[config.mk]
export PLATFORM = sky130hd
export DESIGN_NAME = mtrg_seeder
export DESIGN_NICKNAME = d
export VERILOG_FILES = /design/src/hdl/mtrg_pkg.sv /design/src/hdl/mtrg_seeder.sv
export SDC_FILE = /design/constraint.sdc
export NUM_CORES = 1
export LEC_CHECK = 0
export BUFFER_PORTS_ARGS = -buffer_cell sky130_fd_sc_hd__buf_4
export CORE_MARGIN = 4
export CORE_UTILIZATION = 65
export CTS_BUF_LIST = sky130_fd_sc_hd__clkbuf_8 sky130_fd_sc_hd__clkbuf_16
export DETAILED_ROUTE_END_ITERATION = 10
export HOLD_SLACK_MARGIN = 0.05
export PLACE_DENSITY = 0.82
export SLEW_MARGIN = 20
export SYNTH_ARGS = -nofsm -noshare
export SYNTH_HDL_FRONTEND = slang
export SYNTH_SLANG_ARGS = --single-unit
[constraint.sdc]
create_clock -name clk -period 15.48 [get_ports clk]
set_input_delay 3.87 -clock clk [delete_from_list [all_inputs] [get_ports clk]]
set_output_delay 3.87 -clock clk [all_outputs]
set_load 0.01 [all_outputs]
[src/hdl/mtrg_pkg.sv]
// ----------------------------------------------------------------------------
// MT19937 generator package
// Constants, the fill status type and the twist and tempering functions
// shared by the generator modules.
// ----------------------------------------------------------------------------
package mtrg_pkg;

  // Table geometry of the standard 32-bit generator.
  localparam int unsigned STATE_WORDS  = 624;
  localparam int unsigned SHIFT_OFFSET = 397;
  localparam int unsigned WORD_W       = 32;
  localparam int unsigned COUNT_W      = $clog2(STATE_WORDS);

  localparam logic [WORD_W-1:0] TWIST_MATRIX = 32'h9908_b0df;
  localparam logic [WORD_W-1:0] HIGH_BIT     = 32'h8000_0000;
  localparam logic [WORD_W-1:0] LOW_BITS     = 32'h7fff_ffff;
  localparam logic [WORD_W-1:0] TEMPER_B     = 32'h9d2c_5680;
  localparam logic [WORD_W-1:0] TEMPER_C     = 32'hefc6_0000;
  localparam logic [WORD_W-1:0] FILL_MULT    = 32'd1812433253;
  localparam logic [WORD_W-1:0] SEED_DEFAULT = 32'h4141_f00d;

  typedef logic [WORD_W-1:0]  word_t;
  typedef logic [COUNT_W-1:0] count_t;

  // Status of the table fill, handed from the seeder to the chain control.
  typedef struct packed {
    logic  busy;
    word_t word;
  } fill_t;

  // One step of the twist: combines the upper bit of one word with the
  // lower bits of its successor and folds in the word further along.
  function automatic word_t mix_word(input word_t upper, input word_t lower,
                                     input word_t far_word);
    word_t y;
    word_t mag;
    y   = (upper & HIGH_BIT) | (lower & LOW_BITS);
    mag = y[0] ? TWIST_MATRIX : '0;
    return far_word ^ (y >> 1) ^ mag;
  endfunction

  // Output tempering of a table word.
  function automatic word_t temper(input word_t w);
    word_t y;
    y = w;
    y = y ^ (y >> 11);
    y = y ^ ((y << 7) & TEMPER_B);
    y = y ^ ((y << 15) & TEMPER_C);
    y = y ^ (y >> 18);
    return y;
  endfunction

endpackage

[src/hdl/mtrg_seeder.sv]
// ----------------------------------------------------------------------------
// Table seeder
// Produces the initial table words from the seed, one word per cycle, by
// the multiplicative fill recurrence.
// ----------------------------------------------------------------------------
module mtrg_seeder
  import mtrg_pkg::*;
(
  input  logic  clk,
  input  logic  rst,
  input  logic  cfg_we,
  input  word_t cfg_data,
  output fill_t fill
);

  logic   busy;
  word_t  word;
  count_t count;
  word_t  word_next;
  word_t  folded;

  // Next table word from the current one; index of the next word is count + 1.
  always_comb begin
    folded    = word ^ (word >> 30);
    word_next = word_t'(FILL_MULT * folded) + word_t'(count) + word_t'(1);
  end

  // Fill sequencing: a reset or a seed write restarts from the first word.
  always_ff @(posedge clk) begin
    if (rst) begin
      busy  <= 1'b1;
      count <= '0;
      word  <= SEED_DEFAULT;
    end else if (cfg_we) begin
      busy  <= 1'b1;
      count <= '0;
      word  <= cfg_data;
    end else if (busy) begin
      word  <= word_next;
      count <= count + count_t'(1);
      if (count == count_t'(STATE_WORDS - 1)) begin
        busy <= 1'b0;
      end
    end
  end

  assign fill.busy = busy;
  assign fill.word = word;

  // A seed write always starts a fresh fill from the first word.
  a_write_restarts: assert property (@(posedge clk) disable iff (rst)
    cfg_we |=> (busy && count == '0))
    else $error("seed write did not restart the table fill");

  // The fill ends after the last table word has been produced.
  a_fill_ends: assert property (@(posedge clk) disable iff (rst)
    (busy && !cfg_we && count == count_t'(STATE_WORDS - 1)) |=> !busy)
    else $error("table fill overran the table length");

endmodule

**Word-level counts from Yosys, hierarchy flattened**

Cells that the tools add are included.

- Add/subtract/negate cells: 3
- Multipliers: 1
- Eq/ne operators: 1
- Muxes and demuxes: 4
- Bitwise logic cells: 1
- Reductions and logical operators: 2

Operators by type and width:

| kind | number |
|---|---|
| $mux 32 | 2 |
| $add 32x1->32 const B | 1 |
| $add 32x10->32 | 1 |
| $mul 31x32->32 const A | 1 |
| $xor 32x2->32 | 1 |
| $add 10x1->10 const B | 1 |
| $eq 10x10->1 const B | 1 |
| $mux 1 | 2 |
| $reduce_bool 2->1 | 1 |
| $reduce_or 2->1 | 1 |

- Register bits: 43
- Input bits: 35
- Word-level logic and storage cells: 15

**Longest topological paths before layout**

Gate-level depths: netlist of the first run.

- Depth in word-level cells: 6
- Gate-level depth with buffers: 26
- Depth with buffers taken out: 25

**Worst setup path before layout of the first run**

No wires, ideal clock.

- Path type: register -> register
- From: reg word[31]
- To: reg word[25]
- Data arrival time: 6.277 ns
- Setup slack: 9.065 ns
- Cell stages (with the launch flop): 27
- Path buffers: 1
- Path through: dfxtp_1 > xor2_1 > inv_1 > xnor2_1 > ha_1 > or2_2 > ha_1 > inv_1 > fa_1 > inv_1 > ha_1 > ha_1 > fa_1 > fa_1 > inv_1 > fa_1 > inv_1 > ha_1 > clkbuf_1 > a21oi_1 > nand3b_1 > a311oi_2 > o31a_2 > o21bai_2 > a221oi_2 > xor2_1 > o221ai_1

- Cells in the longest elaborated chain, start to end: 6

RTL lines:

| item | RTL line | text |
|---|---|---|
| start, declared | mtrg_seeder.sv:17 | `word_t word;` |
| start signal, assigned | mtrg_seeder.sv:37 | `word <= cfg_data;` |
| start signal, assigned | mtrg_seeder.sv:39 | `word <= word_next;` |
| $xor 32x2->32 | mtrg_seeder.sv:24 | `folded = word ^ (word >> 30);` |
| $mul 31x32->32 | mtrg_seeder.sv:25 | `word_next = word_t'(FILL_MULT * folded) + word_t'(count) + word_t'(1);` |
| $add 32x10->32 | mtrg_seeder.sv:25 |  |
| $add 32x1->32 | mtrg_seeder.sv:25 |  |
| $mux 32 | mtrg_seeder.sv:38 | `end else if (busy) begin` |
| $mux 32 | mtrg_seeder.sv:34 | `end else if (cfg_we) begin` |

No other way between the ends. The select of a mux whose other input is x is not followed.
A chain may end at the register's enable or synchronous reset.

**Final worst setup path of the first run**

- From: reg word[31]
- To: reg word[28]

Same word-level chain as after synthesis.

==> results.tsv, run 1 <==
metric	value	unit
Synth Area per Inst	9.52	um^2
Slew HR	0.342	
die width	134	um
pin count of the biggest net entering global routing	54	
FF/Latch Area	862	um^2
Worst Skew	2.50	ps
die area	0.0179	mm^2
I/O pin count	68	
CP Capture Type	register	
clk buf depth	2	
initial antenna violation count	0	
Synthesized Nets	1508	
Fill cells	1173	
antenna cell count	0	
Vias	7764	
Final Hold Viols	0	
Routed WL	27000	um
postcts setup bufs	0	
Routability Congestion	0.926	
Final Max Slew Viols	0	
Pre-Repair DR Iteration Count	9	
fin worst setup slack	8380	ps
layout cell share with drive strength beyond 1	0.0838	
ys flop type	dfxtp_1	
Initial DRC Count	484	
Worst-path clk slew	60	ps
Remaining DRCs	0	
Final Setup Violations	0	
wire per inst	19.9	um
Multi-input gate area	0.00830	mm^2
post-route setup TNS	0	ps
total core area	0.0154	mm^2
Initial Util	0.669	
RSZ-0062 raised after global routing	false	
status	finished clean	
worst path bufs/invs	6	
critical path launch point type	register	
Yosys cell types	58	
EDFF count, synth	0	
Clock Latency Late Sink	290	ps
port bufs	67	
slowest stage cell on the critical path	xnor2_1	
clk root buf	clkbuf_16	
YS warnings	0	
CP required	15720	ps
Hold WS	561	ps
final net count	1572	
TritonCTS Buffers	5	
CTS tree	done	
first-pass GRT wire length	44000	um
cells after synthesis	1081	
row count	45	
# hold bufs at CTS	0	
Crit path max-delay family	adder cells	
max-cap violations	0	
vias in the first global route	8440	
Clock Sinks	43	
Max Fclk	141	MHz
hpwl dp	22100	um
placed inst area	0.0110	mm^2
Post-Place Worst Slack	8500	ps
flop and latch count out of synthesis	43	
crit path max fanout	8	
worst min path class	reg -> reg	
Final min period	7100	ps
H-tree depth	2	
Finished Cell Area	0.0112	mm^2
Tot GR Track Use	0.317	
CTS resizes	0	
Layout area overhead	8.90	%
Cell Area, Synth	0.0103	mm^2
crit-path max cell delay	770	ps
gr ovfl total	0	
asr flop ratio synth	0	
WS Path Type	reg -> reg	
crit share post-route	0.459	
Die H	134	um
worst slew pin tran	980	ps
Antenna Nets Post-Route	0	
vias per cell	5.72	
Seq/Total Area, Yosys	0.0837	
WP data arrival	7340	ps
[synth_stat cells, types with 2 or more instances]
cell / n / area [um^2]
a211oi_1: 9 / 67.6
a21o_1: 11 / 82.6
a21oi_1: 32 / 160
a221oi_1: 6 / 52.6
a31oi_1: 8 / 50.1
and2_1: 5 / 31.3
and3_1: 5 / 31.3
and4_1: 2 / 17.5
clkbuf_1: 16 / 60.1
dfxtp_1: 43 / 861
fa_1: 154 / 3080
ha_1: 238 / 2980
inv_1: 279 / 1050
mux2i_1: 9 / 90.1
nand2_1: 36 / 135
nand2b_1: 8 / 50.1
nand3_1: 14 / 70.1
nand4_1: 5 / 31.3
nor2_1: 35 / 131
nor2b_1: 10 / 62.6
nor3_1: 13 / 65.1
nor3b_1: 2 / 15.0
nor4_1: 2 / 12.5
o211ai_1: 7 / 52.6
o21a_1: 6 / 45.0
o21ai_0: 22 / 110
o21ai_1: 2 / 10.0
o21bai_1: 3 / 22.5
o22ai_1: 3 / 18.8
o311a_1: 2 / 20.0
o32a_1: 2 / 20.0
o32ai_1: 2 / 17.5
or2_2: 2 / 12.5
or3_1: 5 / 31.3
xnor2_1: 46 / 403
xor2_1: 15 / 131
[metal layers]
| layer | track usage | share of wire |
|---|---|---|
| met1 | 0.400 | 0.40 |
| met5 | 0 | 0 |
| met3 | 0.0645 | 0.067 |
| met2 | 0.540 | 0.48 |
| met4 | 0.120 | 0.048 |
[through the flow]
stage               cells   util
detailed placement   1349  0.719
CTS                  1357  0.729
finish               1357  0.729
global route         1357  0.729
floorplan            1081      -
global placement     1349  0.719
[cells by family after synthesis]
| group | share of synthesized area |
|---|---|
| muxes | 0.00876 |
| xor gates and xnor gates | 0.0519 |
| buffers and inverters | 0.110 |
| adders and majority gates | 0.589 |
| AOI/OAI and AO/OA | 0.0875 |
| DFF | 0.0837 |
| and+or+nand+nor | 0.0696 |
[state kept, by name, indices dropped and copies added (netlist names)]
signal / count
busy: 1
word: 32
count: 10
[layout make-up]
class,instances,share of cell area
inverters,280,0.0938
multi-input cells,739,0.741
clock buffers,7,0.0136
well taps,211,0.0236
clock inverters,1,0.000335
flip-flops and latches,43,0.0769
repair buffers,76,0.0509
[path summary, 6_finish.rpt]
kind              slack [ps]               endpoint  cells after the start             startpoint
setup / recovery        8380  word[28]$_SDFFE_PP0P_                     26  word[31]$_SDFFE_PP0P_
hold reg to reg          560  count[7]$_SDFFE_PP0P_                      2  count[7]$_SDFFE_PP0P_
hold / removal           560  count[7]$_SDFFE_PP0P_                      2  count[7]$_SDFFE_PP0P_
setup reg to reg        8380  word[28]$_SDFFE_PP0P_                     26  word[31]$_SDFFE_PP0P_
[worst register-to-register path, stage by stage, from the launching register on]
cell and delay (ps):
dfxtp_1 410, xor2_1 170, buf_4 220, inv_1 100, xnor2_1 770, ha_1 270, or2_2 100, ha_1 210
inv_1 80, fa_1 420, inv_1 80, ha_1 160, fa_1 440, fa_1 460, fa_1 530, inv_1 50
fa_1 480, inv_1 50, ha_1 370, a21oi_1 240, o21ai_0 190, o21ai_0 280, nor3b_1 210, a31oi_1 140
o22ai_2 200, mux2i_1 230, o311a_1 170
[cell usage in the layout, fill, tap and decap left out, drive strengths merged, types with 24 or more instances in the layout]
cell / synthesis / routed
dfxtp: 43 / 43
inv: 279 / 280
nor2: 35 / 35
xnor2: 46 / 46
a21oi: 33 / 33
buf: 3 / 76
nand2: 36 / 36
o21ai: 24 / 24
ha: 238 / 238
fa: 154 / 154
Power of run 1 is left out: the tool's default activity adds up to more than one toggle a clock period on the data nets, which glitch-free logic cannot reach.
==> inputs of run 2 (changes only) <==
- ABC_AREA: default -> 1
- CORE_UTILIZATION: 65 -> 58
- PLACE_DENSITY: 0.82 -> 0.77
- clock period: 15.48 -> 5.9 ns (I/O delays scaled with it)
==> results.tsv, run 2 <==
metric	value	unit	change
Finished Cell Area	0.0124	mm^2	+11%
Die H	143	um	+7.0%
CP Capture Type	register		
asr flop ratio synth	0		unchanged
total core area	0.0180	mm^2	+17%
Multi-input gate area	0.00868	mm^2	+4.6%
port bufs	67		unchanged
Reg2Reg Setup Slack	120	ps	-8260 ps
Final Setup Violations	0		unchanged
Seq/Total Area, Yosys	0.0813		-0.00240
Layout area overhead	17.1	%	
row count	49		+8.9%
top flop regs	word (32), count (10), busy (1)		
status	finished clean		
Cell Area, Synth	0.0106	mm^2	+3.0%
Max Fclk	173	MHz	+23%
Fill cells	1418		+21%
critical path launch point type	register		
CP required	6130	ps	-9590 ps
worst min path class	reg -> reg		
most frequent cell after synthesis	inv_1		
most flop-heavy register	word		
WP data arrival	6010	ps	-1330 ps
Initial Util	0.590		-0.0797
# hold bufs at CTS	0		unchanged
Clock Latency Late Sink	310	ps	+20 ps
Final Max Slew Viols	0		unchanged
commonest non-fill, non-tap cell in the layout	inv_1		
initial antenna violation count	1		+1
TritonCTS Buffers	5		unchanged
top cells by count, synth	inv_1 (331), ha_1 (238), fa_1 (154), nand2_1 (154), a21oi_1 (49)		
Yosys cell types	44		-24%
H-tree depth	2		unchanged
cells after synthesis	1238		+15%
FF/Latch Area	875	um^2	+1.5%
antenna cell count	0		unchanged
ys flop type	dfxtp_1		
Largest register FFs	32		unchanged
post-route setup TNS	0	ps	unchanged
clk buf depth	2		unchanged
top cells by area, synth	fa_1 (29%), ha_1 (28%), inv_1 (12%)		
Final min period	5780	ps	-1320 ps
clk root buf	clkbuf_16		
Clock Sinks	43		unchanged
first-pass GRT wire length	50000	um	+14%
Tot GR Track Use	0.322		+0.00420
layout cell share with drive strength beyond 1	0.170		+0.0865
YS warnings	0		unchanged
hpwl dp	27100	um	+23%
flop and latch count out of synthesis	43		unchanged
placed inst area	0.0119	mm^2	+8.1%
Worst Skew	11.6	ps	+9.08 ps
Synth Area per Inst	8.56	um^2	-10%
Yosys top cell area share	0.291		-0.00860
max-cap violations	0		unchanged
Initial DRC Count	657		+36%
Final Hold Viols	0		unchanged
most frequent cells in the layout	inv_1 (330), ha_1 (227), fa_1 (153)		
RSZ-0062 raised after global routing	true		
die area	0.0205	mm^2	+14%
vias in the first global route	9707		+15%
Routed WL	32500	um	+20%
Slew HR	0.626		+0.284
WS Path Type	reg -> reg		
vias per cell	5.60		-2.1%
Routability Congestion	0.967		+4.4%
CTS tree	done		
Remaining DRCs	0		unchanged
crit share post-route	0.979		+0.521
worst slew pin tran	558	ps	-422 ps
I/O pin count	68		unchanged
crit path max fanout	7		-1
cell taking the most area after synthesis	fa_1		
gr ovfl total	0		unchanged
wire per inst	20.2	um	+1.3%
Vias	9008		+16%
Antenna Nets Post-Route	0		unchanged
Worst-path clk slew	70	ps	about the same
die width	143	um	+7.0%
Synthesized Nets	1665		+10%
Pre-Repair DR Iteration Count	5		-4
EDFF count, synth	0		unchanged
pin count of the biggest net entering global routing	36		-33%
final net count	1807		+15%
## run 2: final cells by class
| cell class | count | share of cell area |
|---|---|---|
| clock buffer | 5 | 0.0101 |
| multi-input combinational | 847 | 0.700 |
| clock inverter | 2 | 0.00302 |
| timing repair buffer | 150 | 0.0928 |
| sequential | 43 | 0.0705 |
| tap | 229 | 0.0231 |
| inverter | 333 | 0.101 |
## run 2: worst paths after layout
| kind | from | depth (start not counted) | end |
|---|---|---|---|
| worst max-delay path | word[9]$_SDFFE_PP0P_ | 24 | word[31]$_SDFFE_PP0P_ |
| worst min-delay path | count[7]$_SDFFE_PP0P_ | 2 | count[8]$_SDFFE_PP0P_ |
| worst max register to register | word[9]$_SDFFE_PP0P_ | 24 | word[31]$_SDFFE_PP0P_ |
| worst min register to register | count[7]$_SDFFE_PP0P_ | 2 | count[8]$_SDFFE_PP0P_ |
## run 2: worst max-delay path, cell delays in order (launching register included)
cell and delay [ps]:
dfxtp_1 380, buf_4 220, fa_1 420, ha_1 300, fa_1 430, ha_1 290, inv_1 60, fa_1 550
inv_1 60, fa_1 390, fa_1 510, inv_1 60, fa_1 500, inv_1 50, ha_2 380, inv_1 90
o21ai_0 270, a21oi_1 110, o21bai_1 140, a21oi_1 60, nand3_1 110, inv_1 50, nand2_1 50, nand3_1 70
a21oi_2 150
## run 2: metrics by stage
stage | hold WS (ps) | std cells | setup slack, ps | utilization
after global placement | 487 | 1600 | 28.1 | 0.665
after CTS | 516 | 1607 | -1.39 | 0.674
after floorplan | 469 | 1238 | 118 | -
after global routing | 536 | 1609 | -154 | 0.691
final | 518 | 1609 | 122 | 0.691
after detailed placement | 499 | 1600 | -26.0 | 0.665
## run 2: cell families (layout without fill, tap and decap cells)
group	Yosys count	after routing	synth area share
DFF	43	43	0.0813
adders and majority gates	392	392	0.572
buffers and inverters	348	490	0.125
and+or+nand+nor	281	281	0.114
AOI/OAI and AO/OA	145	145	0.0840
xor gates and xnor gates	29	29	0.0240
## run 2: timing repair
item                                    CTS  global route
pin swaps                                 0            16
endpoints found under the setup margin    2            17
hold endpoints to repair                  0             0
cloned                                    0             0
resized for setup                         2            72
setup buffers                             0             2
## run 2: metal layers
layer,GRT usage,part of all wire
met1,0.411,0.41
met2,0.520,0.46
met3,0.105,0.095
met4,0.102,0.034
met5,0,0.00040
Power of run 2 is left out for the same reason.
