==> config.mk <==
export PLATFORM = sky130hd
export DESIGN_NAME = mtrg_cell
export DESIGN_NICKNAME = d
export VERILOG_FILES = /design/src/hdl/mtrg_pkg.sv /design/src/hdl/mtrg_cell.sv
export SDC_FILE = /design/constraint.sdc
export NUM_CORES = 1
export LEC_CHECK = 0
export BUFFER_PORTS_ARGS = -buffer_cell sky130_fd_sc_hd__buf_2
export CAP_MARGIN = 20
export CORE_ASPECT_RATIO = 1.5
export CORE_MARGIN = 4
export CORE_UTILIZATION = 30
export DETAILED_ROUTE_END_ITERATION = 8
export GPL_ROUTABILITY_DRIVEN = 1
export GPL_TIMING_DRIVEN = 0
export PLACE_DENSITY = 0.7
export SYNTH_ARGS = -nofsm -noshare
export SYNTH_HDL_FRONTEND = slang
export SYNTH_SLANG_ARGS = --single-unit
==> constraint.sdc <==
create_clock -name clk -period 0.8 [get_ports clk]
set_input_delay 0 -clock clk [delete_from_list [all_inputs] [get_ports clk]]
set_output_delay 0 -clock clk [all_outputs]
set_load 0.005 [all_outputs]
==> src/hdl/mtrg_pkg.sv <==
// ----------------------------------------------------------------------------
// MT19937 generator package
// Constants, the fill status type and the twist and tempering functions
// shared by the generator modules.
// ----------------------------------------------------------------------------
package mtrg_pkg;

  // Table geometry of the standard 32-bit generator.
  localparam int unsigned STATE_WORDS  = 624;
  localparam int unsigned SHIFT_OFFSET = 397;
  localparam int unsigned WORD_W       = 32;
  localparam int unsigned COUNT_W      = $clog2(STATE_WORDS);

  localparam logic [WORD_W-1:0] TWIST_MATRIX = 32'h9908_b0df;
  localparam logic [WORD_W-1:0] HIGH_BIT     = 32'h8000_0000;
  localparam logic [WORD_W-1:0] LOW_BITS     = 32'h7fff_ffff;
  localparam logic [WORD_W-1:0] TEMPER_B     = 32'h9d2c_5680;
  localparam logic [WORD_W-1:0] TEMPER_C     = 32'hefc6_0000;
  localparam logic [WORD_W-1:0] FILL_MULT    = 32'd1812433253;
  localparam logic [WORD_W-1:0] SEED_DEFAULT = 32'h4141_f00d;

  typedef logic [WORD_W-1:0]  word_t;
  typedef logic [COUNT_W-1:0] count_t;

  // Status of the table fill, handed from the seeder to the chain control.
  typedef struct packed {
    logic  busy;
    word_t word;
  } fill_t;

  // One step of the twist: combines the upper bit of one word with the
  // lower bits of its successor and folds in the word further along.
  function automatic word_t mix_word(input word_t upper, input word_t lower,
                                     input word_t far_word);
    word_t y;
    word_t mag;
    y   = (upper & HIGH_BIT) | (lower & LOW_BITS);
    mag = y[0] ? TWIST_MATRIX : '0;
    return far_word ^ (y >> 1) ^ mag;
  endfunction

  // Output tempering of a table word.
  function automatic word_t temper(input word_t w);
    word_t y;
    y = w;
    y = y ^ (y >> 11);
    y = y ^ ((y << 7) & TEMPER_B);
    y = y ^ ((y << 15) & TEMPER_C);
    y = y ^ (y >> 18);
    return y;
  endfunction

endpackage

==> src/hdl/mtrg_cell.sv <==
// ----------------------------------------------------------------------------
// State chain cell
// Holds one word of the generator state and takes its neighbour's word on
// every shift.
// ----------------------------------------------------------------------------
module mtrg_cell
  import mtrg_pkg::*;
(
  input  logic  clk,
  input  logic  shift_en,
  input  word_t d_in,
  output word_t q
);

  word_t value;

  // Take the neighbour's word when the chain moves on.
  always_ff @(posedge clk) begin
    if (shift_en) begin
      value <= d_in;
    end
  end

  assign q = value;

endmodule

== Word level (Yosys, flattened, before mapping) ==
Cells that the tools add are included.
Storage, ports and cells
  memory bits (read-only): 0
  output and inout bits: 32
  memories: 0
  latch bits: 0
  memory bits (writable): 0
  bits in registers: 32
  input bits: 34
Cells by class
  multiplexer cells: 0
  shift-type cells: 0
  reduce and logical (&&, ||, !) cells: 0
  magnitude comparators: 0
  multiply operators: 0
  bitwise logic cells: 0
  div/mod/pow operators: 0
  equal/unequal tests: 0
  $add $sub $neg: 0

== Depth between registers and ports, before layout ==
Gate-level depths: netlist of run 1.
  depth after elaboration: 0
  gate-level depth with buffers: 0
  depth with buffers taken out: 0

== Least setup slack after synthesis of run 1 ==
No wires, ideal clock.
  kind: register to output
  from: register value[0], in the netlist q[0]
  to: output q[0]
  required time: 0.800 ns
  stages on the path, launching flop included: 1
  arrival: 0.355 ns
  buffers on the path: 0
  path slack: 0.445 ns
  cell sequence: edfxtp_1
RTL lines
  start, declared: line mtrg_cell.sv:15  | word_t value;
  start signal, assigned: line mtrg_cell.sv:20  | value <= d_in;
  end, declared: line mtrg_cell.sv:12  | output word_t q
No word-level cell between the ends.

== Worst setup path in the final report of run 1 ==
  from: register value[17], in the netlist q[17]
  to: output q[17]
No word-level cell between the ends.

==> results of run 1 <==
[power by group through the flow]
stage               clock [mW]  combinational [mW]  sequential, mW
floorplan                    0                   0            2.08
global placement             0               0.250            2.05
detailed placement           0               0.258            2.06
CTS                       1.15               0.381            2.02
global route              1.22               0.413            2.03
finish                    1.09               0.373            2.02
[final cells by class]
type / instances / area (um^2) / share of cell area [%]
Clock buffer: 5 / 68.8 / 3.97
Clock inverter: 2 / 7.51 / 0.434
Sequential cell: 32 / 961 / 55.5
Tap cell: 39 / 48.8 / 2.82
Timing Repair Buffer: 97 / 646 / 37.3
[cells by family after synthesis]
family and share of synthesized area [%]:
flops 100
[metrics by stage]
stage / TNS (ns) / setup slack (ns) / cells / area, um^2 / utilization, %
floorplan: 0 / 0.445 / 32 / 961 / -
detailed placement: -4.82 / -0.152 / 136 / 1340 / 44.5
CTS: -0.0228 / -0.0183 / 175 / 1730 / 57.7
global placement: -3.27 / -0.103 / 136 / 1340 / 44.5
finish: 0 / 0.00586 / 175 / 1730 / 57.7
global route: -0.260 / -0.0357 / 175 / 1730 / 57.7
[layout by cell type (no fill, tap or decap)]
cell,instances
buf_2,65
clkbuf_8,5
clkinv_1,2
dlygate4sd3_1,32
edfxtp_1,32
[metal layers]
metal	part of all wire, %	vias to the layer above	wire, um	track usage [%]
met4	3.5	0	79	7.73
met3	11	8	248	6.59
met1	34	315	768	11.6
met2	51	49	1150	18.3
li1	-	335	-	-
met5	0	-	0	0
[worst paths after layout]
path  cells past startpoint       startpoint              end
max                       1  q[17]$_DFFE_PP_            q[17]
min                       1         shift_en  q[27]$_DFFE_PP_
[what timing repair did]
| action | in CTS | in global routing |
|---|---|---|
| endpoints found under the hold margin | 32 | 0 |
| hold buffers | 32 | 0 |
| endpoints found under the setup margin | 2 | 19 |
==> flow_summary.json, run 1 <==
{
  "drv_slew": 0,
  "critical-path-max-stage-delay_ns": 0.38,
  "n_fill_cell": 251,
  "cts_tree": "yes",
  "cts_resized": 0,
  "synth.most_common_cell": "edfxtp_1",
  "cts_setup_buffers": 0,
  "max_freq_ghz": 1.26,
  "wl_per_cell_um": 12.8,
  "worstMarginPinSlew_ns": 0.698,
  "arrival_ns": 0.79,
  "cts_max_level": 2,
  "crit_path_start_kind": "flip-flop",
  "relSlewSlack_pct": 53.5,
  "clock-sinks": 32,
  "synth_edf_count": 32,
  "dieWidth_um": 54.2,
  "powerDensity_nw_per_um2": 2020,
  "timing.hold.ws_ns": 0.317,
  "grt_pass1_wl_mm": 3.39,
  "finalHoldViolCount": 0,
  "largest_register_ffs": 32,
  "nNetsFinal": 170,
  "vias": 707,
  "grt_usage_pct": 11.8,
  "route.detailed.drc": 0,
  "p_comb_share_pct": 10.7,
  "area_delta_synth_final_pct": 80.2,
  "wirelength_mm": 2.25,
  "cap_violations": 0,
  "syn_nets": 66,
  "status": "complete, no violations",
  "antenna_found_initial": 0,
  "async_flop_share_pct": 0,
  "internal-power_mw": 2.80,
  "antenna-diode-count": 0,
  "grt_overflow_total": 0,
  "clk_root_buffer_cell": "clkbuf_8",
  "setup_viol": 0,
  "synth_top_area_share_pct": 100,
  "yosysTopAreaCell": "edfxtp_1",
  "rsz0062_at_grt": "true",
  "start_util_pct": 32.0,
  "fin_crit_ns": 0.794,
  "grt_pass1_vias": 770,
  "clk_pin_slew_ns": 0.06,
  "core_um2": 3000,
  "hp-class": "primary input to flip-flop",
  "synth_cells": 32,
  "portBuffers": 65,
  "seqPwrFrac_pct": 57.9,
  "rows": 24,
  "leakagePower_nw": 0.742,
  "crit_family": "flip-flops",
  "ys_ff_latch": 32,
  "synth_area_leaders": "edfxtp_1 (100%)",
  "cts_buffer_depth": 2,
  "clockPowerShare_pct": 31.4,
  "grt_max_degree": 33,
  "cp_num_buf_inv": 1,
  "ant_nets": 0,
  "totalPowerFinal_mw": 3.49,
  "multi_input_area_um2": 0,
  "syn_avg_cell_area_um2": 30.0,
  "cts_buffers": 5,
  "required_ns": 0.80,
  "layout-drive-gt1-share_pct": 51.5,
  "mappedNetlistArea_um2": 961,
  "synth.distinct_cells": 1,
  "slowest_stage": "edfxtp_1",
  "power.switching_uw": 687,
  "gp_congestion": 0.650,
  "synth_seq_area_share_pct": 100,
  "switching_share_pct": 19.7,
  "layout.comb_gates.multi_input": 0,
  "synthFlopType": "edfxtp_1",
  "firstDrtPassIters": 2,
  "dr.first_iter.drc_count": 17,
  "die_h_um": 77.3,
  "final.period_utilization_pct": 99.3,
  "io_pins": 66,
  "worst_setup_path_end_kind": "primary output",
  "dieArea_um2": 4190,
  "netlist_top_cells_count": "edfxtp_1 (32)",
  "crit_type": "flip-flop to primary output",
  "crit_fanout": 1,
  "ir_worst_vdd_v": 0.00138,
  "vias_per_cell": 4.04,
  "cp_cell_sequence": "buf_2",
  "ys_warn_count": 0
}
Note: power is estimated with default switching activity, not from simulation.
==> run 2: changes to the inputs <==
- BUFFER_PORTS_ARGS: -buffer_cell sky130_fd_sc_hd__buf_2 -> -buffer_cell sky130_fd_sc_hd__buf_4
==> run 2 against run 1 <==
  * The run now ends with setup timing left
  * Via count did not move
  * Highest routed layer unchanged
  * Sequential power barely moved
  * Largest cell class unchanged
  * Wire length rose by 5.6%
  * Maximum frequency fell by 0.91%
==> flow_summary.json, run 2 (same netlist as run 1, synthesis figures left out) <==
{
  "status": "finished, violations left",
  "violations": "setup timing",
  "dr.first_iter.drc_count": 14,
  "cts_tree": "yes",
  "rows": 24,
  "ir_worst_vdd_v": 0.00157,
  "antenna_found_initial": 0,
  "grt-busiest-layer": "met2",
  "internal-power_mw": 3.29,
  "relSlewSlack_pct": 73.9,
  "grt_pass1_wl_mm": 3.56,
  "multi_input_area_um2": 0,
  "max_freq_ghz": 1.25,
  "clk_root_buffer_cell": "clkbuf_8",
  "final_common_cell": "buf_4",
  "finalHoldViolCount": 0,
  "use_met1_pct": 10.3,
  "slowest_stage": "edfxtp_1",
  "grt_pass1_vias": 772,
  "antenna-diode-count": 0,
  "p_comb_share_pct": 12.8,
  "finish.utilization_pct": 65.4,
  "leakagePower_nw": 0.827,
  "grt_usage_pct": 12.5,
  "worstMarginPinSlew_ns": 0.392,
  "start_util_pct": 32.0,
  "dieWidth_um": 54.2,
  "grt_overflow_total": 0,
  "worst_slack_ns": -0.00148,
  "crit_type": "flip-flop to primary output",
  "instances_no_fill": 176,
  "io_pins": 66,
  "n_fill_cell": 231,
  "ant_nets": 0,
  "clk_pin_slew_ns": 0.06,
  "cap_violations": 0,
  "portBuffers": 65,
  "layout-drive-gt1-share_pct": 52.6,
  "route.detailed.drc": 0,
  "rsz0062_at_grt": "true",
  "worst_setup_path_end_kind": "primary output",
  "nNetsFinal": 170,
  "cp_cell_sequence": "buf_6",
  "cts_max_level": 2,
  "drv_slew": 0,
  "fin_crit_ns": 0.801,
  "grtUsageMet3_pct": 6.20,
  "core_um2": 3000,
  "powerDensity_nw_per_um2": 2040,
  "pre_cts_slack_ns": 0.0785,
  "seqPwrFrac_pct": 50.9,
  "grt_max_degree": 33,
  "die_h_um": 77.3,
  "power.switching_uw": 718,
  "final_cell_mix": "buf_4 (55), dlygate4sd3_1 (32), edfxtp_1 (32), buf_6 (10), clkbuf_8 (5)",
  "cp_num_buf_inv": 1,
  "clockPowerShare_pct": 36.4,
  "final.period_utilization_pct": 100,
  "use_met2_pct": 22.7,
  "dieArea_um2": 4190,
  "vias_per_cell": 4.02,
  "setup_viol": 1,
  "layout.comb_gates.multi_input": 0,
  "critical-path-max-stage-delay_ns": 0.40,
  "regArea_um2": 961,
  "hp-class": "primary input to flip-flop",
  "cts_buffers": 5,
  "gp_congestion": 0.660,
  "firstDrtPassIters": 2,
  "wl_per_cell_um": 13.5,
  "wirelength_mm": 2.37,
  "arrival_ns": 0.80,
  "place_inst": 136,
  "area_delta_synth_final_pct": 104,
  "clock-sinks": 32,
  "switching_share_pct": 17.9,
  "vias": 707,
  "required_ns": 0.80,
  "cts_buffer_depth": 2,
  "crit_fanout": 1,
  "largest_register_ffs": 32,
  "crit_path_start_kind": "flip-flop",
  "crit_family": "flip-flops"
}
-- run 2: cell types whose count changed in the layout (fill, tap and decap cells not counted), sizes merged --
cell	delta
bufinv	+1
clkbuf	+1
clkinv	-1
-- run 2: layer usage --
layer  wire length [um]  up-vias
met3                233        5
met4                 29        0
met1                709      322
met5                  0        -
met2               1400       44
li1                   -      336
-- run 2: power groups by stage --
stage | clock, mW | combinational [mW] | sequential [mW]
final | 1.46 | 0.511 | 2.04
after global routing | 1.60 | 0.551 | 2.05
after detailed placement | 0 | 0.365 | 2.06
after global placement | 0 | 0.359 | 2.06
after CTS | 1.53 | 0.494 | 2.03
after floorplan | 0 | 0 | 2.08
-- run 2: stage by stage --
step / instance area (um^2) / power [mW] / TNS, ns / hold slack (ns)
finish: 1960 / 4.00 / -0.00148 / 0.180
floorplan: 961 / 2.08 / 0 / 0.0989
detailed placement: 1500 / 2.43 / 0 / 0.179
global route: 1960 / 4.20 / -0.686 / 0.181
global placement: 1500 / 2.42 / 0 / 0.178
CTS: 1930 / 4.05 / -0.134 / 0.174
-- run 2: final timing paths --
check | start | to | slack, ns | cells past startpoint
worst max-delay path | q[24]$_DFFE_PP_ | q[24] | -0.001 | 1
worst min-delay path | shift_en | q[4]$_DFFE_PP_ | 0.18 | 1
-- run 2: layout make-up --
class / instances / share of cell area, %
repair buffers: 97 / 43.1
clock buffers: 6 / 3.70
flip-flops and latches: 32 / 48.9
well taps: 39 / 2.49
clock inverters: 2 / 1.78
-- run 2: timing repair --
action / CTS / global route
endpoints found under the hold margin: 32 / 0
pin swaps: 0 / 0
setup endpoints to repair: 12 / 30
gates resized for setup: 1 / 9
hold buffers: 32 / 0
setup buffers: 0 / 0
==> run 3: changes to the inputs <==
- MAX_ROUTING_LAYER: unset -> met4
==> run 3 against run 2 <==
  * The flow still finishes with violations (setup timing)
  * Utilization unchanged
  * Sequential power barely moved
  * Maximum frequency is 0.95% lower
  * Count of clock-buffer cells in the layout unchanged
  * Critical endpoint unchanged
==> flow_summary.json, run 3 (same netlist as run 1, synthesis figures left out) <==
{
  "cp_cell_sequence": "buf_6",
  "slowest_stage": "edfxtp_1",
  "critical-path-max-stage-delay_ns": 0.40,
  "worst_setup_path_end_kind": "primary output",
  "clk_root_buffer_cell": "clkbuf_8",
  "io_pins": 66,
  "clock-sinks": 32,
  "cap_violations": 0,
  "crit_fanout": 1,
  "powerDensity_nw_per_um2": 2040,
  "crit_cells": 1,
  "crit_family": "flip-flops",
  "vias": 710,
  "die_h_um": 77.3,
  "route.detailed.drc": 0,
  "rows": 24,
  "nNetsFinal": 170,
  "grt_usage_pct": 12.9,
  "cts_max_level": 2,
  "cp_num_buf_inv": 1,
  "wl_per_cell_um": 13.7,
  "status": "finished, violations left",
  "layout-drive-gt1-share_pct": 52.6,
  "firstDrtPassIters": 2,
  "grt_pass1_wl_mm": 3.57,
  "violations": "setup timing",
  "wirelength_mm": 2.42,
  "grt_pass1_vias": 770,
  "ir_worst_vdd_v": 0.00160,
  "crit_path_start_kind": "flip-flop",
  "n_fill_cell": 231,
  "largest_register_ffs": 32,
  "arrival_ns": 0.81,
  "area_delta_synth_final_pct": 104,
  "gp_congestion": 0.666,
  "final_cell_mix": "buf_4 (55), dlygate4sd3_1 (32), edfxtp_1 (32), buf_6 (10), clkbuf_8 (5)",
  "drv_slew": 0,
  "clk_pin_slew_ns": 0.06,
  "cts_buffer_depth": 2,
  "finalHoldViolCount": 0,
  "core_um2": 3000,
  "antenna_found_initial": 0,
  "pre_cts_slack_ns": 0.0785,
  "grt_overflow_total": 0,
  "max_freq_ghz": 1.24,
  "cts_tree": "yes",
  "relSlewSlack_pct": 73.9,
  "setup_tns_ns": -0.00914,
  "setup_viol": 1,
  "worst_slack_ns": -0.00914,
  "leakagePower_nw": 0.827,
  "crit_type": "flip-flop to primary output",
  "required_ns": 0.80,
  "multi_input_area_um2": 0,
  "fin_crit_ns": 0.809,
  "final.period_utilization_pct": 101,
  "final_area_um2": 1960,
  "antenna-diode-count": 0,
  "grt_max_degree": 33,
  "placedInstanceArea_um2": 1500,
  "rsz0062_at_grt": "true",
  "ant_nets": 0,
  "portBuffers": 65,
  "vias_per_cell": 4.03,
  "cts_setup_buffers": 0,
  "dieWidth_um": 54.2,
  "dieArea_um2": 4190,
  "dr.first_iter.drc_count": 14,
  "cts_buffers": 5,
  "layout.comb_gates.multi_input": 0,
  "start_util_pct": 32.0,
  "hp-class": "primary input to flip-flop",
  "worstMarginPinSlew_ns": 0.392,
  "final_common_cell": "buf_4",
  "worstHoldPathCells": 1
}
[run 3: where the power goes]
| part | internal (mW) | leakage, nW | total, mW | switching [mW] |
|---|---|---|---|---|
| registers | 1.99 | 0.313 | 2.04 | 0.0424 |
| logic | 0.368 | 0.458 | 0.511 | 0.143 |
| clock network | 0.923 | 0.0552 | 1.47 | 0.543 |
[run 3: layout make-up]
class                   count  area (um^2)  share of cell area [%]
clock buffers               6         72.6                    3.70
flip-flops and latches     32          961                    48.9
repair buffers             97          846                    43.1
clock inverters             2         35.0                    1.78
well taps                  39         48.8                    2.49
[run 3: through the flow]
stage	hold WS (ns)	util, %	power [mW]	cells
after CTS	0.174	64.3	4.05	176
after global routing	0.181	65.4	4.20	176
after detailed placement	0.179	49.9	2.43	136
after global placement	0.178	49.9	2.42	136
after floorplan	0.0989	-	2.08	32
final	0.177	65.4	4.01	176
[run 3: metal layers]
| metal | global-route usage (%) | part of all wire (%) | wire (um) |
|---|---|---|---|
| met1 | 10.9 | 31 | 744 |
| met2 | 22.7 | 58 | 1410 |
| met3 | 5.43 | 9.1 | 219 |
| met4 | 5.99 | 1.9 | 46 |
| met5 | - | 0 | 0 |
[run 3: final timing paths]
| kind | from | end | slack (ns) |
|---|---|---|---|
| hold / removal | shift_en | q[7]$_DFFE_PP_ | 0.18 |
| setup / recovery | q[24]$_DFFE_PP_ | q[24] | -0.009 |
[run 3: timing repair]
item,CTS,global route
resized for setup,1,9
endpoints found under the hold margin,32,0
gates cloned,0,0
hold buffers,32,0
pin swaps,0,0
endpoints found under the setup margin,12,30
