<file path="config.mk">
export PLATFORM = sky130hd
export DESIGN_NAME = mtrg_out_reg_flat
export DESIGN_NICKNAME = d
export VERILOG_FILES = /design/src/hdl/mtrg_pkg.sv /design/src/hdl/mtrg_word_if.sv /design/src/hdl/mtrg_out_reg.sv /design/src/flat_wrapper.sv
export SDC_FILE = /design/constraint.sdc
export NUM_CORES = 1
export LEC_CHECK = 0
export BUFFER_PORTS_ARGS = -buffer_cell sky130_fd_sc_hd__buf_2
export CAP_MARGIN = 40
export CORE_MARGIN = 1
export CORE_UTILIZATION = 35
export CTS_CLUSTER_DIAMETER = 200
export DETAILED_ROUTE_END_ITERATION = 10
export SYNTH_ARGS = -nofsm -noshare
export SYNTH_HDL_FRONTEND = slang
export SYNTH_SLANG_ARGS = --single-unit
export TNS_END_PERCENT = 10
</file>
<file path="constraint.sdc">
create_clock -name clk -period 2 [get_ports clk]
set_clock_uncertainty 0.2 [all_clocks]
set_input_delay 0.3 -clock clk [delete_from_list [all_inputs] [get_ports clk]]
set_output_delay 0.3 -clock clk [all_outputs]
set_load 0.03 [all_outputs]
</file>
<file path="src/hdl/mtrg_pkg.sv">
// ----------------------------------------------------------------------------
// MT19937 generator package
// Constants, the fill status type and the twist and tempering functions
// shared by the generator modules.
// ----------------------------------------------------------------------------
package mtrg_pkg;

  // Table geometry of the standard 32-bit generator.
  localparam int unsigned STATE_WORDS  = 624;
  localparam int unsigned SHIFT_OFFSET = 397;
  localparam int unsigned WORD_W       = 32;
  localparam int unsigned COUNT_W      = $clog2(STATE_WORDS);

  localparam logic [WORD_W-1:0] TWIST_MATRIX = 32'h9908_b0df;
  localparam logic [WORD_W-1:0] HIGH_BIT     = 32'h8000_0000;
  localparam logic [WORD_W-1:0] LOW_BITS     = 32'h7fff_ffff;
  localparam logic [WORD_W-1:0] TEMPER_B     = 32'h9d2c_5680;
  localparam logic [WORD_W-1:0] TEMPER_C     = 32'hefc6_0000;
  localparam logic [WORD_W-1:0] FILL_MULT    = 32'd1812433253;
  localparam logic [WORD_W-1:0] SEED_DEFAULT = 32'h4141_f00d;

  typedef logic [WORD_W-1:0]  word_t;
  typedef logic [COUNT_W-1:0] count_t;

  // Status of the table fill, handed from the seeder to the chain control.
  typedef struct packed {
    logic  busy;
    word_t word;
  } fill_t;

  // One step of the twist: combines the upper bit of one word with the
  // lower bits of its successor and folds in the word further along.
  function automatic word_t mix_word(input word_t upper, input word_t lower,
                                     input word_t far_word);
    word_t y;
    word_t mag;
    y   = (upper & HIGH_BIT) | (lower & LOW_BITS);
    mag = y[0] ? TWIST_MATRIX : '0;
    return far_word ^ (y >> 1) ^ mag;
  endfunction

  // Output tempering of a table word.
  function automatic word_t temper(input word_t w);
    word_t y;
    y = w;
    y = y ^ (y >> 11);
    y = y ^ ((y << 7) & TEMPER_B);
    y = y ^ ((y << 15) & TEMPER_C);
    y = y ^ (y >> 18);
    return y;
  endfunction

endpackage

</file>
<file path="src/hdl/mtrg_word_if.sv">
// ----------------------------------------------------------------------------
// Random word channel
// Valid/ready channel carrying one 32-bit random word per transfer.
// ----------------------------------------------------------------------------
interface mtrg_word_if;
  logic        valid;
  logic        ready;
  logic [31:0] random_word;

  modport source (output valid, output random_word, input ready);
  modport sink   (input valid, input random_word, output ready);
endinterface

</file>
<file path="src/hdl/mtrg_out_reg.sv">
// ----------------------------------------------------------------------------
// Output register
// Holds one tempered word until the receiver takes it, so a new word can be
// loaded in the same cycle as the held one leaves.
// ----------------------------------------------------------------------------
module mtrg_out_reg
  import mtrg_pkg::*;
(
  input  logic       clk,
  input  logic       rst,
  input  logic       load,
  input  word_t      data,
  output logic       free,
  mtrg_word_if.source word_out
);

  logic  valid;
  word_t held;

  // The register can take a word when empty or when the held word leaves.
  assign free = !valid || word_out.ready;

  always_ff @(posedge clk) begin
    if (rst) begin
      valid <= 1'b0;
    end else if (load) begin
      valid <= 1'b1;
    end else if (word_out.ready) begin
      valid <= 1'b0;
    end
  end

  // Word payload, tempered on the way in.
  always_ff @(posedge clk) begin
    if (load) begin
      held <= temper(data);
    end
  end

  assign word_out.valid       = valid;
  assign word_out.random_word = held;

endmodule

</file>
<file path="src/flat_wrapper.sv">
// flat-port wrapper written by rule: the top's interface ports become plain ports
module mtrg_out_reg_flat import mtrg_pkg::*;
  (clk, rst, load, data, free, word_out_valid, word_out_random_word, word_out_ready);
  mtrg_word_if word_out_i ();
  input  logic clk;
  input  logic rst;
  input  logic load;
  input  word_t data;
  output logic free;
  output wire logic [$bits(word_out_i.valid)-1:0] word_out_valid;
  output wire logic [$bits(word_out_i.random_word)-1:0] word_out_random_word;
  input wire logic [$bits(word_out_i.ready)-1:0] word_out_ready;
  assign word_out_valid = word_out_i.valid;
  assign word_out_random_word = word_out_i.random_word;
  assign word_out_i.ready = word_out_ready;
  mtrg_out_reg u_core (.clk(clk), .rst(rst), .load(load), .data(data), .free(free), .word_out(word_out_i));
endmodule
</file>
Word level (Yosys, flattened, before mapping) --
Index checks and enable logic that the tools add are counted.
Operators by class: add/subtract/negate cells 0, multipliers 0, divide/modulo/power cells 0, magnitude comparators 0, equal/unequal tests 0, shifts and indexed selects 0, multiplexer cells 2, bitwise gates (word level) 4, reductions and logical operators 3
Operators by type and width (count):
- $xor 32x32->32 | 2
- $xor 32x14->32 | 1
- $xor 32x21->32 | 1
- $mux 1 | 2
- $reduce_bool 2->1 | 1
- $logic_not 1->1 | 1
- $logic_or 1x1->1 | 1
Word-level totals: flip-flop bits (word level) 33, latch bits 0, bits in writable memories 0, ROM bits 0, bits of input ports 36, output and inout bits 34, logic and storage cells 11, memories kept 0

Depth between registers and ports, before layout --
Gate-level depths: netlist (run 1).
word-level depth 4, mapped depth 3, depth with buffers taken out 3

Worst setup path before layout (run 1) --
Ideal clock, no wire load.
path type input port to flip-flop, start in data[7], end reg u_core.held[7] (netlist: u_core.word_out.random_word[7]), data pin, library setup time 268 ps, data arrival time 1251 ps, data required time 1532 ps, setup slack 281 ps, stages 3, buffers on the path 0, cells stage by stage xnor2_1 xor2_2 xnor3_1
On the way: longest elaborated chain between the ends 4
RTL lines:
- start: declaration | RTL line flat_wrapper.sv:8 | input word_t data;
- $xor 32x21->32 | RTL line mtrg_pkg.sv:46 | y = y ^ (y >> 11);
- $xor 32x32->32 | RTL line mtrg_pkg.sv:47 | y = y ^ ((y << 7) & TEMPER_B);
- $xor 32x32->32 | RTL line mtrg_pkg.sv:48 | y = y ^ ((y << 15) & TEMPER_C);
- $xor 32x14->32 | RTL line mtrg_pkg.sv:49 | y = y ^ (y >> 18);
- end signal: assignment | RTL line mtrg_out_reg.sv:36 | held <= temper(data);
- end: declaration | RTL line mtrg_out_reg.sv:18 | word_t held;
Every way passes these cells. A chain may end at the register's enable or synchronous reset.

Worst setup path in the final report (run 1) --
Same ends and word-level chain as after synthesis.

==> impl_metrics.tcl, run 1 <==
set metrics [dict create \
    highest_layer "met4" \
    syn_inst 98 \
    fp.dieH_um 69.8 \
    num-nets-final 215 \
    cts_hold_buf 1 \
    min_to "u_core.word_out.valid$_SDFFE_PP0P_" \
    rsz0062_at_grt "false" \
    ctsLongestPathBuffers 2 \
    grt_pass1_vias 1039 \
    end_kind "flip-flop" \
    die_w_um 69.8 \
    p_int_mw 1.44 \
    switching_share_pct 32.8 \
    hold_viol 0 \
    final_cells 232 \
    max-cap-violations 0 \
    syn_area_per_cell_um2 16.4 \
    numPortBuffers 69 \
    ys_warn_count 0 \
    cellPowerDensity_nw_per_um2 993 \
    crit_required_ns 1.82 \
    power_leakage_nw 0.905 \
    postCtsSetupBuffers 0 \
    grt_pass1_wl_um 4550 \
    min_period_ns 1.59 \
    hp-start "word_out_ready" \
    switchingPower_mw 0.702 \
    area_growth_pct 33.9 \
    wl_met2_um 1600 \
    cts-root-buf "clkbuf_8" \
    gr-total-overflow 0 \
    drt-total-wl_um 2880 \
    min_path_cells 3 \
    r2r.worst_path.cells 2 \
    dieArea_um2 4880 \
    setup_violations 0 \
    vias 996 \
    htreeDepth 2 \
    ant_nets 0 \
    reg2reg_from "u_core.word_out.valid$_SDFFE_PP0P_" \
    cts_tree "done" \
    dpl.cell_count 223 \
    grt_antenna_before_repair 0 \
    clockPowerShare_pct 22.1 \
    fp-row-count 24 \
    antenna_cells 0 \
    pwr-share-seq_pct 44.4 \
    io_pins 70 \
    synth.net_count 134 \
    reg2reg_slack_ns 1.20 \
    yosysSeqAreaShare_pct 60.9 \
    tns_ns 0 \
    synth.cell_area_um2 1610 \
    cp.arrival_ns 1.41 \
    clk_latency_ns 0.28 \
    gp_routability_congestion 0.757 \
    wl_per_cell_um 12.4 \
    place_hpwl_um 2280 \
    drv_slew 0 \
    dr_wl_met3_um 161 \
    m1WireLength_um 1060 \
    max_freq_mhz 628 \
    worstSetupStartpointType "input port" \
    drive_gt1_share_pct 45.6 \
    start_util_pct 36.7 \
    path_max_fanout 4 \
    ctsResizeCount 0 \
    worstMarginPinSlew_ns 0.394 \
    drc 0 \
    dr.pass1.iters 3 \
    synth_cell_types 11 \
    grt_max_degree 19 \
    synth-seq-cells 33 \
    core-area_um2 4380 \
    via_per_inst 4.29 \
    status "finished clean" \
    cts_sinks 33 \
    drt-initial-drc-count 39 \
    combPwrFrac_pct 33.5 \
    min_period_over_period_pct 79.6 \
    grt_usage_pct 12.4 \
    cts_buffers 5 \
    path_class "in -> reg" \
    hold_class "in -> reg" \
    peakVddDrop_v 0.000308 \
    worstReg2RegEnd "u_core.word_out.valid$_SDFFE_PP0P_" \
    clk_pin_slew_worst_paths_ns 0.06 \
    slew_headroom_pct 73.6 \
]
[cells in the final DEF (no fill, tap or decap)]
cell type	count
a21oi_1	1
inv_1	1
buf_12	1
xor3_1	1
nand2b_1	1
clkbuf_1	1
clkbuf_8	5
dlygate4sd3_1	1
xnor2_2	1
buf_4	3
xnor3_1	3
buf_2	69
edfxtp_1	32
xnor2_1	38
xor2_2	1
dfxtp_1	1
clkinv_2	2
xor2_1	18
[through the flow]
| stage | utilization (%) | hold WS (ns) | setup slack [ns] | instance area (µm²) | power [mW] |
|---|---|---|---|---|---|
| 3_3_place_gp | 47.1 | 0.258 | 0.188 | 2060 | 1.68 |
| 5_1_grt | 49.2 | 0.104 | 0.340 | 2160 | 2.24 |
| 2_1_floorplan | - | 0.169 | 0.281 | 1610 | 1.47 |
| 3_5_place_dp | 47.1 | 0.268 | 0.122 | 2060 | 1.69 |
| 4_1_cts | 49.2 | 0.103 | 0.422 | 2160 | 2.17 |
| 6_report | 49.2 | 0.103 | 0.408 | 2160 | 2.14 |
[power groups by stage]
stage	clock network, mW	logic, mW	registers, mW
after global placement	0	0.716	0.964
after floorplan	0	0.247	1.22
after global routing	0.517	0.764	0.962
after CTS	0.487	0.730	0.952
after detailed placement	0	0.726	0.966
final	0.472	0.718	0.950
[final cells by class]
| class | count | area, µm² |
|---|---|---|
| fill | 404 | 2230 |
| sequential | 33 | 981 |
| multi-input combinational | 64 | 626 |
| timing repair buffer | 74 | 398 |
| clock buffer | 6 | 72.6 |
| tap | 52 | 65.1 |
| clock inverter | 2 | 10.0 |
| inverter | 1 | 3.75 |
[cell usage after synthesis]
| master | n | area share, % |
|---|---|---|
| xnor2_1 | 38 | 21 |
| edfxtp_1 | 32 | 60 |
| xor2_1 | 18 | 9.8 |
| xnor3_1 | 3 | 4.2 |
| a21oi_1 | 1 | 0.31 |
| dfxtp_1 | 1 | 1.2 |
| inv_1 | 1 | 0.23 |
| nand2b_1 | 1 | 0.39 |
| xnor2_2 | 1 | 1.0 |
| xor2_2 | 1 | 1.0 |
| xor3_1 | 1 | 1.5 |
[worst max-delay path, stage by stage]
cell     delay (ns)
buf_2          0.10
xnor2_1        0.17
buf_4          0.16
xor2_2         0.23
xnor3_1        0.45
[worst max path at each step]
| stage | startpoint | cells after the start | slack, ns | to |
|---|---|---|---|---|
| finish | data[7] | 5 | 0.41 | u_core.word_out.random_word[7]$_DFFE_PP_ |
| global route | data[7] | 5 | 0.34 | u_core.word_out.random_word[7]$_DFFE_PP_ |
| CTS | data[7] | 5 | 0.42 | u_core.word_out.random_word[7]$_DFFE_PP_ |
| detailed placement | data[7] | 5 | 0.12 | u_core.word_out.random_word[7]$_DFFE_PP_ |
| global placement | data[7] | 5 | 0.19 | u_core.word_out.random_word[7]$_DFFE_PP_ |
| floorplan | data[7] | 3 | 0.28 | u_core.word_out.random_word[7]$_DFFE_PP_ |
[kinds of logic (layout without fill, tap and decap cells)]
logic type                count (synthesis)  count (layout)  synth area share [%]
DFF                                      33              33                  60.9
AOI/OAI and AO/OA                         1               1                 0.311
buffers and inverters                     1              83                 0.233
xor gates and xnor gates                 62              62                  38.2
and+or+nand+nor                           1               1                 0.389
[metal layers]
metal / global-route usage [%] / up-vias
met5: 0 / -
met1: 12.4 / 462
met4: 7.33 / 0
met3: 3.49 / 7
li1: - / 493
met2: 22.6 / 34
[flip-flops by register name (all words and copies together), names as in the netlist]
signal and count:
u_core.word_out.random_word 32, u_core.word_out.valid 1
No activity file was read; power rests on OpenSTA's default activity.
==> run 2: changes to the inputs <==
==> constraint.sdc (replaced) <==
create_clock -name clk -period 1.5 [get_ports clk]
set_clock_uncertainty 0.2 [all_clocks]
set_input_delay 0.225 -clock clk [delete_from_list [all_inputs] [get_ports clk]]
set_output_delay 0.225 -clock clk [all_outputs]
set_load 0.03 [all_outputs]
==> run 2 against run 1 <==
Compared with the run above: first-iteration DRC count increased by 74%; non-clock buffer count increased by 15; core utilization increased by 3.7 points; clock power increased by 54%; combinational power increased by 42%; die area unchanged.
==> impl_metrics.tcl, run 2 (synthesis gave the netlist of run 1 again) <==
set metrics [dict create \
    status "finished clean" \
    grt_pass1_wl_um 4920 \
    drv_slew 0 \
    drc 0 \
    wl_per_cell_um 11.8 \
    end_kind "flip-flop" \
    via_per_inst 4.21 \
    drt-initial-drc-count 68 \
    die_w_um 69.8 \
    path_max_fanout 2 \
    reg2reg_slack_ns 0.72 \
    startpoint "data[21]" \
    crit_required_ns 1.33 \
    cts_tree "done" \
    worstSetupStartpointType "input port" \
    peakVddDrop_v 0.000395 \
    max_freq_mhz 738 \
    htreeDepth 2 \
    dieArea_um2 4880 \
    fp.dieH_um 69.8 \
    area_growth_pct 43.9 \
    reg2reg_from "u_core.word_out.valid$_SDFFE_PP0P_" \
    slew_headroom_pct 75.6 \
    gp_routability_congestion 0.751 \
    cts_sinks 33 \
    most-common-layout-cells "buf_2 (69), xnor2_1 (37), edfxtp_1 (32)" \
    grt_antenna_before_repair 0 \
    cellPowerDensity_nw_per_um2 1300 \
    io_pins 70 \
    grt_usage_pct 13.5 \
    fp-row-count 24 \
    switching_share_pct 31.6 \
    power_leakage_nw 0.995 \
    layout_commonest_cell "buf_2" \
    p_int_mw 2.06 \
    dr.pass1.iters 4 \
    pwr-share-seq_pct 42.1 \
    core-area_um2 4380 \
    hp-start "word_out_ready" \
    hold_class "in -> reg" \
    cts-root-buf "clkbuf_8" \
    cp.arrival_ns 1.18 \
    fillCellCount 394 \
    grt_pass1_vias 1116 \
    combPwrFrac_pct 33.8 \
    ant_nets 0 \
    max-cap-violations 0 \
    final_cells 247 \
    clk_pin_slew_worst_paths_ns 0.07 \
    min_period_over_period_pct 90.3 \
    start_util_pct 36.7 \
    layout_setup_ws_ns 0.145 \
    ctsResizeCount 0 \
    drt-total-wl_um 2930 \
    cts_buffers 5 \
    min_period_ns 1.36 \
    num-nets-final 230 \
    place_hpwl_um 2320 \
    dpl.cell_count 238 \
    rsz0062_at_grt "false" \
    cts_hold_buf 1 \
    clockPowerShare_pct 24.1 \
    largest_reg_flops 32 \
    postCtsSetupBuffers 0 \
    numPortBuffers 69 \
    ctsLongestPathBuffers 2 \
    gr-total-overflow 0 \
    worstMarginPinSlew_ns 0.365 \
    clk_latency_ns 0.28 \
    grt_max_degree 34 \
    setup_violations 0 \
    vias 1040 \
    pre_cts_ws_ns -0.155 \
    path_class "in -> reg" \
    drive_gt1_share_pct 50.8 \
    switchingPower_mw 0.950 \
    antenna_cells 0 \
    hold_viol 0 \
]
## run 2: cell count changes in the layout (fill, tap and decap cells not counted)
cell      delta
xnor2_4      +2
xnor2_2      -1
clkbuf_1     -1
clkinv_2     -1
clkbuf_8     +2
xnor2_1      -1
buf_4       +15
## run 2: area by class of cell
cell class	count	area, µm²	area share (%)
Timing Repair Buffer	89	510	22.0
Inverter	1	3.75	0.162
Clock buffer	7	96.3	4.16
Clock inverter	1	5.00	0.216
Multi-Input combinational cell	64	656	28.3
Tap cell	52	65.1	2.81
Sequential cell	33	981	42.3
## run 2: power groups by stage
stage          Clock, mW  Sequential [mW]  Combinational (mW)
2_1_floorplan          0             1.63               0.334
3_3_place_gp           0             1.28                1.01
3_5_place_dp           0             1.29                1.03
4_1_cts            0.753             1.27                1.03
5_1_grt            0.785             1.29                1.08
6_report           0.726             1.27                1.02
## run 2: worst max-delay path: stages
cell     delay, ns
buf_2         0.11
xnor2_1       0.25
xnor2_1       0.23
xnor3_1       0.36
## run 2: through the flow
step                      setup TNS (ns)  hold WS (ns)  utilization, %  power (mW)  instance area, µm²
after floorplan                        0        0.0941               -        1.96                1640
after global placement            -0.587         0.181            50.3        2.30                2210
after detailed placement          -0.741         0.184            50.3        2.32                2210
after CTS                              0       0.00945            52.9        3.05                2320
after global routing                   0        0.0317            52.9        3.15                2320
final                                  0        0.0189            52.9        3.01                2320
## run 2: metal layers
| layer | GRT usage (%) | part of all wire [%] | up-vias |
|---|---|---|---|
| met4 | 10.4 | 2.7 | 0 |
| li1 | - | - | 522 |
| met3 | 3.34 | 5.7 | 7 |
| met2 | 23.5 | 55 | 32 |
| met1 | 13.8 | 37 | 479 |
| met5 | 0 | 0 | - |
## run 2: worst paths after layout
check | end | cells past startpoint
worst max-delay path | u_core.word_out.random_word[7]$_DFFE_PP_ | 4
worst min-delay path | u_core.word_out.valid$_SDFFE_PP0P_ | 3
worst max register to register | u_core.word_out.valid$_SDFFE_PP0P_ | 2
worst min register to register | u_core.word_out.valid$_SDFFE_PP0P_ | 2
==> run 3: changes to the inputs <==
--- a/config.mk
+++ b/config.mk
@@ -11,6 +11,7 @@
 export CORE_UTILIZATION = 35
 export CTS_CLUSTER_DIAMETER = 200
 export DETAILED_ROUTE_END_ITERATION = 10
+export RECOVER_POWER = 50
 export SYNTH_ARGS = -nofsm -noshare
 export SYNTH_HDL_FRONTEND = slang
 export SYNTH_SLANG_ARGS = --single-unit
==> run 3 against run 2 <==
Compared with the run above: register-to-register slack is essentially flat; via count barely moved; combinational power about the same; count of clock-buffer cells in the layout unchanged; design area shrank 2.1%; global-route usage stayed put; hold slack hardly changed; worst setup slack worse by 0.080 ns; die area unchanged; sequential cell count stayed put.
==> impl_metrics.tcl, run 3 (synthesis gave the netlist of run 1 again) <==
set metrics [dict create \
    status "finished clean" \
    cts_sinks 33 \
    grt_pass1_wl_um 4920 \
    dr.pass1.iters 3 \
    end_kind "flip-flop" \
    grt_antenna_before_repair 0 \
    cellPowerDensity_nw_per_um2 1320 \
    cts-root-buf "clkbuf_8" \
    start_util_pct 36.7 \
    drt-initial-drc-count 86 \
    die_w_um 69.8 \
    hold_slack_ns 0.0193 \
    drv_slew 0 \
    hold_class "in -> reg" \
    min_period_ns 1.44 \
    drc 0 \
    worst_path_max_delay_cell "xnor3_1" \
    io_pins 70 \
    place_hpwl_um 2320 \
    cp-endpoint "u_core.word_out.random_word[11]$_DFFE_PP_" \
    max_stage_delay_ns 0.35 \
    ctsResizeCount 0 \
    core-area_um2 4380 \
    tns_ns 0 \
    worstSetupStartpointType "input port" \
    path_class "in -> reg" \
    most-common-layout-cells "buf_2 (63), xnor2_1 (38), edfxtp_1 (32)" \
    cts_buffers 5 \
    grt_usage_pct 13.5 \
    fp-row-count 24 \
    numPortBuffers 69 \
    power_leakage_nw 0.958 \
    drive_gt1_share_pct 46.2 \
    drt-total-wl_um 2920 \
    worstReg2RegEnd "u_core.word_out.valid$_SDFFE_PP0P_" \
    max_freq_mhz 697 \
    antenna_cells 0 \
    gp_routability_congestion 0.751 \
    layout_commonest_cell "buf_2" \
    via_per_inst 4.21 \
    cp.arrival_ns 1.26 \
    r2r.worst_path.cells 2 \
    startpoint "data[25]" \
    reg2reg_slack_ns 0.72 \
    area_growth_pct 40.9 \
    max-cap-violations 0 \
    worstMarginPinSlew_ns 0.824 \
    grt_max_degree 34 \
    vias 1041 \
    slew_headroom_pct 45.1 \
    hold_viol 0 \
    reg2reg_from "u_core.word_out.valid$_SDFFE_PP0P_" \
    num-nets-final 230 \
    peakVddDrop_v 0.000394 \
    largest_reg_flops 32 \
    clk_pin_slew_worst_paths_ns 0.06 \
    clk_latency_ns 0.28 \
    rsz0062_at_grt "false" \
    dieArea_um2 4880 \
    ctsLongestPathBuffers 2 \
    ant_nets 0 \
    grt_pass1_vias 1116 \
    htreeDepth 2 \
    fp.dieH_um 69.8 \
    setup_violations 0 \
    min_period_over_period_pct 95.7 \
    path_max_fanout 3 \
    gr-total-overflow 0 \
    crit_chain "buf_2, xnor2_1, xor2_2, xnor3_1" \
    crit_required_ns 1.32 \
    cts_tree "done" \
    wl_per_cell_um 11.8 \
]
run 3: cell count changes in the layout (fill, tap and decap cells not counted):
cell and delta:
buf_12 -1, buf_2 -6, buf_4 -4, clkbuf_1 +8, clkbuf_2 +1, clkbuf_4 +2, xnor2_1 +1, xnor2_4 -1
run 3: area by class of cell:
type	count	area (µm²)
clock buffers	7	96.3
repair buffers	89	480
fillers	402	2120
flip-flops and latches	33	981
well taps	52	65.1
inverters	1	3.75
clock inverters	1	5.00
multi-input cells	64	637
run 3: worst min-delay path by stage:
stage	start	end	slack [ns]	depth (start not counted)
after floorplan	rst	u_core.word_out.valid$_SDFFE_PP0P_	0.09	1
after global placement	rst	u_core.word_out.valid$_SDFFE_PP0P_	0.18	2
after detailed placement	rst	u_core.word_out.valid$_SDFFE_PP0P_	0.18	2
after CTS	word_out_ready	u_core.word_out.valid$_SDFFE_PP0P_	0.009	3
after global routing	word_out_ready	u_core.word_out.valid$_SDFFE_PP0P_	0.03	3
final	word_out_ready	u_core.word_out.valid$_SDFFE_PP0P_	0.02	3
run 3: per-stage QoR:
step           area [µm²]  instances  total power, mW  worst slack, ns  util [%]
3_5_place_dp         2210        238             2.32           -0.155      50.3
6_report             2270        247             2.99           0.0645      51.7
2_1_floorplan        1640         98             1.96           0.0336         -
4_1_cts              2320        247             3.05            0.141      52.9
3_3_place_gp         2210        238             2.30           -0.141      50.3
5_1_grt              2270        247             3.13           0.0359      51.7
run 3: repair_timing:
item	4_1_cts	5_1_grt
hold buffers	1	0
buffers inserted	0	0
endpoints found under the setup margin	0	0
hold endpoints to repair	1	0
run 3: power breakdown:
| group | switching (mW) | leakage (nW) | internal [mW] | total [mW] |
|---|---|---|---|---|
| registers | 0.0334 | 0.322 | 1.23 | 1.27 |
| logic | 0.602 | 0.582 | 0.395 | 0.997 |
| clock network | 0.311 | 0.0542 | 0.414 | 0.725 |
| total | 0.946 | 0.958 | 2.04 | 2.99 |
run 3: routing by layer:
layer / share of wire (%) / GRT usage, % / wire, µm
met4: 2.7 / 10.4 / 80
met1: 36 / 13.8 / 1070
met3: 5.7 / 3.34 / 167
met2: 55 / 23.5 / 1610
met5: 0 / 0 / 0
run 3: worst max-delay path, delay by kind of cell:
family / cells / cell delay, ns
xor gates and xnor gates: 3 / 0.92
buffers and inverters: 1 / 0.12
